### config.mk
export PLATFORM = sky130hd
export DESIGN_NAME = uid_whitelist_table
export DESIGN_NICKNAME = d
export VERILOG_FILES = /design/src/hdl/uwt_pkg.sv /design/src/hdl/uwt_cell.sv /design/src/hdl/uwt_ctrl.sv /design/src/hdl/uid_whitelist_table.sv
export VERILOG_INCLUDE_DIRS = /design/src /design/src/hdl
export SDC_FILE = /design/constraint.sdc
export NUM_CORES = 2
export LEC_CHECK = 0
export ABC_AREA = 1
export BUFFER_PORTS_ARGS = -buffer_cell sky130_fd_sc_hd__clkbuf_2
export CORE_AREA = 2 2 287 289
export CTS_CLUSTER_DIAMETER = 50
export DETAILED_ROUTE_END_ITERATION = 10
export DIE_AREA = 0 0 289 291
export GPL_ROUTABILITY_DRIVEN = 0
export PLACE_DENSITY = 0.82
export SYNTH_ARGS = -nofsm -noshare
export SYNTH_HDL_FRONTEND = slang
export SYNTH_SLANG_ARGS = --single-unit
### constraint.sdc
create_clock -name clock -period 41.3 [get_ports clock]
set_input_delay 4.13 -clock clock [delete_from_list [all_inputs] [get_ports clock]]
set_output_delay 4.13 -clock clock [all_outputs]
set_load 0.01 [all_outputs]
### src/hdl/uid_whitelist_table_macros.svh
// ----------------------------------------------------------------------------
// uid whitelist table assertion macros
// concurrent checks that compile away when SYNTHESIS is defined
// ----------------------------------------------------------------------------
`ifndef UID_WHITELIST_TABLE_MACROS_SVH
`define UID_WHITELIST_TABLE_MACROS_SVH

`ifndef SYNTHESIS

// same-cycle implication
`define UWT_ASSERT_IMPLY(lbl, clk, rst, ante, cons, msg) \
   lbl: assert property (@(posedge clk) disable iff (rst) (ante) |-> (cons)) \
      else $error(msg);

// next-cycle implication
`define UWT_ASSERT_NEXT(lbl, clk, rst, ante, cons, msg) \
   lbl: assert property (@(posedge clk) disable iff (rst) (ante) |=> (cons)) \
      else $error(msg);

`else

`define UWT_ASSERT_IMPLY(lbl, clk, rst, ante, cons, msg)
`define UWT_ASSERT_NEXT(lbl, clk, rst, ante, cons, msg)

`endif

`endif

### src/hdl/uwt_pkg.sv
// ----------------------------------------------------------------------------
// uwt_pkg
// shared types and constants of the uid whitelist table
// ----------------------------------------------------------------------------
`timescale 1ns / 1ps
`default_nettype none

package uwt_pkg;

   localparam int KIND_W              = 2;
   localparam int ID_W                = 32;
   localparam int STATUS_W            = 2;
   localparam int ENTRY_COUNT_W       = 5;
   localparam int DEFAULT_TABLE_DEPTH = 16;

   typedef enum logic [KIND_W-1:0] {
      KIND_LOOKUP = 2'd0,
      KIND_STORE  = 2'd1,
      KIND_REMOVE = 2'd2,
      KIND_CLEAR  = 2'd3
   } kind_type;

   typedef enum logic [STATUS_W-1:0] {
      STATUS_DONE      = 2'd0,
      STATUS_FULL      = 2'd1,
      STATUS_NOT_FOUND = 2'd2
   } status_type;

   // one request travelling down the row of cells
   typedef struct packed {
      logic            valid;
      kind_type        kind;
      logic [ID_W-1:0] card_id;
      logic            registered;
      logic            master;
      logic            found;
   } token_type;

endpackage

`default_nettype wire

### src/hdl/uwt_cell.sv
// ----------------------------------------------------------------------------
// uwt_cell
// one table slot: compares the passing token and updates its entry
// ----------------------------------------------------------------------------
`timescale 1ns / 1ps
`default_nettype none

module uwt_cell
   import uwt_pkg::*;
#(
   parameter int TABLE_DEPTH = DEFAULT_TABLE_DEPTH,
   parameter int CELL_INDEX  = 0
) (
   input  wire                                 clock,
   input  wire                                 reset,
   input  wire  [$clog2(TABLE_DEPTH+1)-1:0]    count,
   input  token_type                           prev_tok,
   output token_type                           tok,
   input  wire  [ID_W-1:0]                     below_entry,
   output logic [ID_W-1:0]                     entry
);

   localparam int CW = $clog2(TABLE_DEPTH + 1);
   localparam logic [CW-1:0] IDX      = CW'(CELL_INDEX);
   localparam logic [CW-1:0] IDX_NEXT = CW'(CELL_INDEX + 1);

   logic [ID_W-1:0] entry_ff, entry_in;
   token_type       tok_ff, tok_in;
   logic            hit;
   logic            in_range;

   always_comb begin
      hit      = (prev_tok.card_id == entry_ff);
      in_range = (IDX < count);
      tok_in   = prev_tok;
      entry_in = entry_ff;
      if (prev_tok.valid) begin
         tok_in.registered = prev_tok.registered | (hit & in_range);
         if (CELL_INDEX == 0) begin
            tok_in.master = hit;
         end
         case (prev_tok.kind)
            KIND_STORE: begin
               if (IDX == count) begin
                  entry_in = prev_tok.card_id;
               end
            end
            KIND_REMOVE: begin
               // from the first match on, every valid slot takes its lower neighbor
               if ((CELL_INDEX != 0) && in_range && (prev_tok.found || hit)) begin
                  tok_in.found = 1'b1;
                  entry_in     = (IDX_NEXT < count) ? below_entry : '0;
               end
            end
            KIND_CLEAR: begin
               if (CELL_INDEX != 0) begin
                  entry_in = '0;
               end
            end
            default: begin
            end
         endcase
      end
   end

   always_ff @(posedge clock) begin
      if (reset) begin
         tok_ff.valid <= 1'b0;
         entry_ff     <= '0;
      end else begin
         tok_ff   <= tok_in;
         entry_ff <= entry_in;
      end
   end

   assign tok   = tok_ff;
   assign entry = entry_ff;

endmodule

`default_nettype wire

### src/hdl/uwt_ctrl.sv
// ----------------------------------------------------------------------------
// uwt_ctrl
// request intake, entry count and result register of the table
// ----------------------------------------------------------------------------
`timescale 1ns / 1ps
`default_nettype none

`include "uid_whitelist_table_macros.svh"

module uwt_ctrl
   import uwt_pkg::*;
#(
   parameter int TABLE_DEPTH = DEFAULT_TABLE_DEPTH
) (
   input  wire                                 clock,
   input  wire                                 reset,
   input  wire                                 req_valid,
   output logic                                req_ready,
   input  wire  [KIND_W-1:0]                   req_kind,
   input  wire  [ID_W-1:0]                     req_card_id,
   output token_type                           tok_head,
   input  token_type                           tok_tail,
   output logic [$clog2(TABLE_DEPTH+1)-1:0]    count,
   output logic                                rsp_valid,
   input  wire                                 rsp_ready,
   output logic                                rsp_is_registered,
   output logic                                rsp_is_master,
   output logic [STATUS_W-1:0]                 rsp_status,
   output logic [ENTRY_COUNT_W-1:0]            rsp_entry_count
);

   localparam int CW = $clog2(TABLE_DEPTH + 1);
   localparam logic [CW-1:0] DEPTH_C = CW'(TABLE_DEPTH);

   logic [CW-1:0]            count_ff, count_in;
   logic                     busy_ff, busy_in;
   logic                     rsp_valid_ff, rsp_valid_in;
   logic                     rsp_reg_ff, rsp_mst_ff;
   status_type               rsp_status_ff, status;
   logic [ENTRY_COUNT_W-1:0] rsp_count_ff;
   logic                     accept;

   // the result slot is free by the time this beat leaves the chain
   // no beat is taken while reset is held
   assign req_ready = !reset && !busy_ff && (!rsp_valid_ff || rsp_ready);
   assign accept    = req_valid && req_ready;

   always_comb begin
      tok_head            = '0;
      tok_head.valid      = accept;
      tok_head.kind       = kind_type'(req_kind);
      tok_head.card_id    = req_card_id;
   end

   always_comb begin
      count_in = count_ff;
      status   = STATUS_DONE;
      if (tok_tail.valid) begin
         case (tok_tail.kind)
            KIND_STORE: begin
               if (count_ff == DEPTH_C) begin
                  status = STATUS_FULL;
               end else begin
                  count_in = count_ff + CW'(1);
               end
            end
            KIND_REMOVE: begin
               if (tok_tail.found) begin
                  count_in = count_ff - CW'(1);
               end else begin
                  status = STATUS_NOT_FOUND;
               end
            end
            KIND_CLEAR: begin
               count_in = CW'(1);
            end
            default: begin
            end
         endcase
      end
      busy_in      = accept ? 1'b1 : (tok_tail.valid ? 1'b0 : busy_ff);
      rsp_valid_in = tok_tail.valid ? 1'b1 : (rsp_ready ? 1'b0 : rsp_valid_ff);
   end

   always_ff @(posedge clock) begin
      if (reset) begin
         count_ff     <= '0;
         busy_ff      <= 1'b0;
         rsp_valid_ff <= 1'b0;
      end else begin
         count_ff     <= count_in;
         busy_ff      <= busy_in;
         rsp_valid_ff <= rsp_valid_in;
      end
   end

   always_ff @(posedge clock) begin
      if (tok_tail.valid) begin
         rsp_reg_ff    <= tok_tail.registered;
         rsp_mst_ff    <= tok_tail.master;
         rsp_status_ff <= status;
         rsp_count_ff  <= ENTRY_COUNT_W'(count_in);
      end
   end

   assign count             = count_ff;
   assign rsp_valid         = rsp_valid_ff;
   assign rsp_is_registered = rsp_reg_ff;
   assign rsp_is_master     = rsp_mst_ff;
   assign rsp_status        = rsp_status_ff;
   assign rsp_entry_count   = rsp_count_ff;

   `UWT_ASSERT_IMPLY(a_tail_slot_free, clock, reset, tok_tail.valid, !rsp_valid_ff,
      "beat left the chain while the result slot was full")
   `UWT_ASSERT_IMPLY(a_tail_while_busy, clock, reset, tok_tail.valid, busy_ff,
      "beat left the chain with no request in flight")
   `UWT_ASSERT_NEXT(a_accept_busy, clock, reset, accept, busy_ff && !req_ready,
      "request accepted but block not marked busy")
   `UWT_ASSERT_IMPLY(a_count_bound, clock, reset, 1'b1, count_ff <= DEPTH_C,
      "entry count exceeds table depth")

endmodule

`default_nettype wire

### src/hdl/uid_whitelist_table.sv
// ----------------------------------------------------------------------------
// uid_whitelist_table
// ordered table of card identifiers with a master entry in slot 0
// ----------------------------------------------------------------------------
// The req channel takes one beat of kind and card_id: lookup, store, remove
// (first match at slot 1 or higher, later entries close up) or clear all but
// the master. Each request gives exactly one rsp beat with the match flags
// taken before the operation, a status code and the entry count after it.
// The table is a row of TABLE_DEPTH cells, one slot each; a request travels
// down the row one cell per cycle, and the response is registered after it
// leaves the last cell. One request is in the row at a time: a new request
// is taken only once the last one has left the row.
// A waiting response does not block a new request as long as rsp_ready is
// high by the cycle of acceptance; while a response sits untaken, req_ready
// stays low. Reset clears every slot to zero and the count to zero and holds
// req_ready low; slot 0 then matches card_id zero as master.
// ----------------------------------------------------------------------------
`timescale 1ns / 1ps
`default_nettype none

module uid_whitelist_table
   import uwt_pkg::*;
#(
   parameter int TABLE_DEPTH = DEFAULT_TABLE_DEPTH
) (
   input  wire                       clock,
   input  wire                       reset,
   input  wire                       req_valid,
   output logic                      req_ready,
   input  wire  [KIND_W-1:0]         req_kind,
   input  wire  [ID_W-1:0]           req_card_id,
   output logic                      rsp_valid,
   input  wire                       rsp_ready,
   output logic                      rsp_is_registered,
   output logic                      rsp_is_master,
   output logic [STATUS_W-1:0]       rsp_status,
   output logic [ENTRY_COUNT_W-1:0]  rsp_entry_count
);

   localparam int CW = $clog2(TABLE_DEPTH + 1);

   token_type       tok_chain   [TABLE_DEPTH+1];
   logic [ID_W-1:0] entry_chain [TABLE_DEPTH+1];
   logic [CW-1:0]   count;

   // past the last slot the chain reads as empty
   assign entry_chain[TABLE_DEPTH] = '0;

   uwt_ctrl #(
      .TABLE_DEPTH (TABLE_DEPTH)
   ) u_ctrl (
      .clock             (clock),
      .reset             (reset),
      .req_valid         (req_valid),
      .req_ready         (req_ready),
      .req_kind          (req_kind),
      .req_card_id       (req_card_id),
      .tok_head          (tok_chain[0]),
      .tok_tail          (tok_chain[TABLE_DEPTH]),
      .count             (count),
      .rsp_valid         (rsp_valid),
      .rsp_ready         (rsp_ready),
      .rsp_is_registered (rsp_is_registered),
      .rsp_is_master     (rsp_is_master),
      .rsp_status        (rsp_status),
      .rsp_entry_count   (rsp_entry_count)
   );

   for (genvar i = 0; i < TABLE_DEPTH; i++) begin : g_cell
      uwt_cell #(
         .TABLE_DEPTH (TABLE_DEPTH),
         .CELL_INDEX  (i)
      ) u_cell (
         .clock       (clock),
         .reset       (reset),
         .count       (count),
         .prev_tok    (tok_chain[i]),
         .tok         (tok_chain[i+1]),
         .below_entry (entry_chain[i+1]),
         .entry       (entry_chain[i])
      );
   end

endmodule

`default_nettype wire

==> flow_metrics.tcl <==
set metrics [dict create \
    p_int_mw 1.866 \
    syn_to_final_growth_pct 8.580 \
    end_kind "output port" \
    fin_hold_ws_ns 0.4195 \
    synthCells 6082 \
    portBuffers 48 \
    fin_util 0.6984 \
    synth-edff-count 568 \
    rsz0062_at_grt "no" \
    final_area_um2 56700 \
    drc 0 \
    swShare 0.2379 \
    routedWlPerCell_um 17.80 \
    dr.pass1.iters 10 \
    synth_seq_cells 1103 \
    slew_headroom 0.1087 \
    instances_no_fill 7095 \
    path_cells "clkbuf_2 -> nor3_1 -> clkbuf_2" \
    max_cap_violations 0 \
    slowest_stage "clkbuf_2" \
    die_h_um 291 \
    r2r_start "u_ctrl.count[3]" \
    initial_core_util 0.6432 \
    n_fill_cell 5990 \
    synth_top_flop_cell "edfxtp_1" \
    cp-start-kind "input pin" \
    multi_input_area_um2 21440 \
    clockBufferDepth 3 \
    worst_ep_required_time_ns 37.17 \
    clock_latency_ns 0.69 \
    worst_path_largest_cell_delay_ns 0.36 \
    grt_pass1_wl_um 203800 \
    grt_use_met2 0.5124 \
    clockRootBuffer "clkbuf_16" \
    gr-total-overflow 0 \
    use_met3 0.04075 \
    ff_latch_area_um2 27770 \
    fmax_mhz 109.2 \
    crit_path_start "reset" \
    numCtsBuffers 116 \
    n_antenna_cell 0 \
    holdBufCountCts 0 \
    r2r_cells 11 \
    cp_num_cells 3 \
    dieArea_um2 84100 \
    grt_util_all_layers 0.2934 \
    worstReg2RegEnd "g_cell[4].u_cell.entry[13]" \
    seqPwrFrac 0.505 \
    final_max_slew_viol_count 0 \
    dp_hpwl_um 83240 \
    place_ws_ns 32.15 \
    ant_nets 0 \
    critical_path_class "in -> out" \
    fin_nets 5969 \
    final_cell_mix "1374 x nand2_1, 729 x nor2_1, 568 x edfxtp_1, 535 x dfxtp_1, 533 x nand3_1" \
    final_common_cell "nand2_1" \
    drt_iter0_markers 4762 \
    setup_viol 0 \
    p_comb_frac 0.060 \
    totalPowerFinal_mw 2.448 \
    p_clk_frac 0.434 \
    cts_tree "done" \
    worst-path-buf-inv 2 \
    io_pins 49 \
    coreArea_um2 81190 \
    setup_tns_ns 0 \
    clk_pin_slew_ns 0.06 \
    arrival_ns 5.03 \
    seq_area_frac_synth 0.5317 \
    worst_pin_slew_ns 1.335 \
    dpl.cell_count 6873 \
    grt_max_degree 236 \
    syn_avg_cell_area_um2 8.586 \
    cellLeakagePower_nw 20.27 \
    drive_gt1_frac 0.06158 \
    syn_nets 6129 \
    fin_ws_ns 32.14 \
    ys_warn_count 0 \
    hold_class "reg -> reg" \
    timing.critical_path.max_delay_family "buffers and inverters" \
    r2r_slack_ns 37.55 \
    cts_setup_buffers 0 \
    ir_worst_vdd_v 0.00004302 \
    grt_pass1_vias 39320 \
    grtUsageMet1 0.3736 \
    antenna_found_initial 0 \
    num_rows 105 \
    netlist_area_um2 52220 \
    fin_worst_skew_ns 0.02969 \
    wl_um 126300 \
    ctsResizeCount 0 \
    finalCritPeriodShare 0.2218 \
    via_count 42430 \
    ys_types 45 \
    cellPowerDensity_nw_per_um2 43.18 \
    cts_sinks 1103 \
    synthArstFlopShare 0 \
    hold_viol_final 0 \
    cts-htree-levels 3 \
    crit_top_cell "clkbuf_2" \
    period_minus_slack_ns 9.162 \
    crit_fanout 21 \
    status "finished clean" \
    min_delay_path_depth 0 \
    critPathCapture "req_ready" \
    p_sw_uw 582.5 \
    fp.dieW_um 289 \
    grt.busiest_layer "met2" \
    avgViaCountPerCell 5.980 \
    placement.cell_area_um2 52750 \
]
[flip-flops by register name, indices dropped and copies added (netlist names)]
signal	flops
u_ctrl.rsp_is_registered	1
u_ctrl.rsp_is_master	1
u_ctrl.rsp_status	2
g_cell.u_cell.entry	512
u_ctrl.count	5
u_ctrl.busy_ff	1
u_ctrl.rsp_entry_count	5
u_ctrl.rsp_valid	1
g_cell.u_cell.tok	575
[power by group through the flow]
stage | clock, mW | sequential (mW) | combinational (mW)
global route | 1.12 | 1.24 | 0.165
global placement | 0 | 1.26 | 0.140
finish | 1.06 | 1.24 | 0.148
CTS | 1.07 | 1.24 | 0.146
detailed placement | 0 | 1.26 | 0.144
floorplan | 0 | 1.26 | 0.118
[kinds of logic (layout without fill, tap and decap cells)]
logic type	count (synthesis)	count (layout)	share of synthesized area
and+or+nand+nor	2735	2735	0.2131
xor gates and xnor gates	384	384	0.06440
AOI/OAI and AO/OA	1056	1056	0.1276
buffers and inverters	795	738	0.06105
DFF	1103	1103	0.5317
adders and majority gates	9	9	0.002156
[routing by layer]
metal	vias up	share of wire
met3	323	0.067
met5	-	0
met1	20110	0.39
met2	1743	0.51
met4	0	0.032
li1	20250	-
[layout make-up]
class	count	area share
Clock buffer	163	0.05845
Clock inverter	58	0.01097
Inverter	423	0.02813
Multi-Input combinational cell	4184	0.3780
Sequential cell	1103	0.4897
Tap cell	1070	0.02361
Timing Repair Buffer	94	0.01112
[synthesized netlist by cell type, types with 32 or more instances]
| master | number | share of area |
|---|---|---|
| nand2_1 | 1384 | 0.099 |
| a22oi_1 | 32 | 0.0046 |
| edfxtp_1 | 568 | 0.33 |
| nand3_1 | 533 | 0.051 |
| inv_1 | 404 | 0.029 |
| nor2_1 | 742 | 0.053 |
| xnor2_1 | 363 | 0.061 |
| buf_2 | 133 | 0.013 |
| a21oi_1 | 496 | 0.048 |
| dfxtp_1 | 535 | 0.21 |
| o21ai_0 | 175 | 0.017 |
| a32oi_1 | 288 | 0.048 |
| clkbuf_1 | 200 | 0.014 |
[how the worst min path moves through the flow]
| stage | start | endpoint |
|---|---|---|
| after global placement | g_cell[1].u_cell.tok[1] | g_cell[2].u_cell.tok[1] |
| after global routing | g_cell[0].u_cell.tok[1] | g_cell[1].u_cell.tok[1] |
| after detailed placement | g_cell[2].u_cell.tok[1] | g_cell[3].u_cell.tok[1] |
| final | g_cell[1].u_cell.tok[1] | g_cell[2].u_cell.tok[1] |
| after floorplan | g_cell[9].u_cell.tok[1] | g_cell[10].u_cell.tok[1] |
| after CTS | g_cell[0].u_cell.tok[1] | g_cell[1].u_cell.tok[1] |
[worst register-to-register path: cells and delay by family, from the launching register on]
kind          cells  cell delay [ns]
simple gates      8             2.11
flops             1             0.57
buf+inv           3             0.96
No activity file was read; power rests on OpenSTA's default activity.
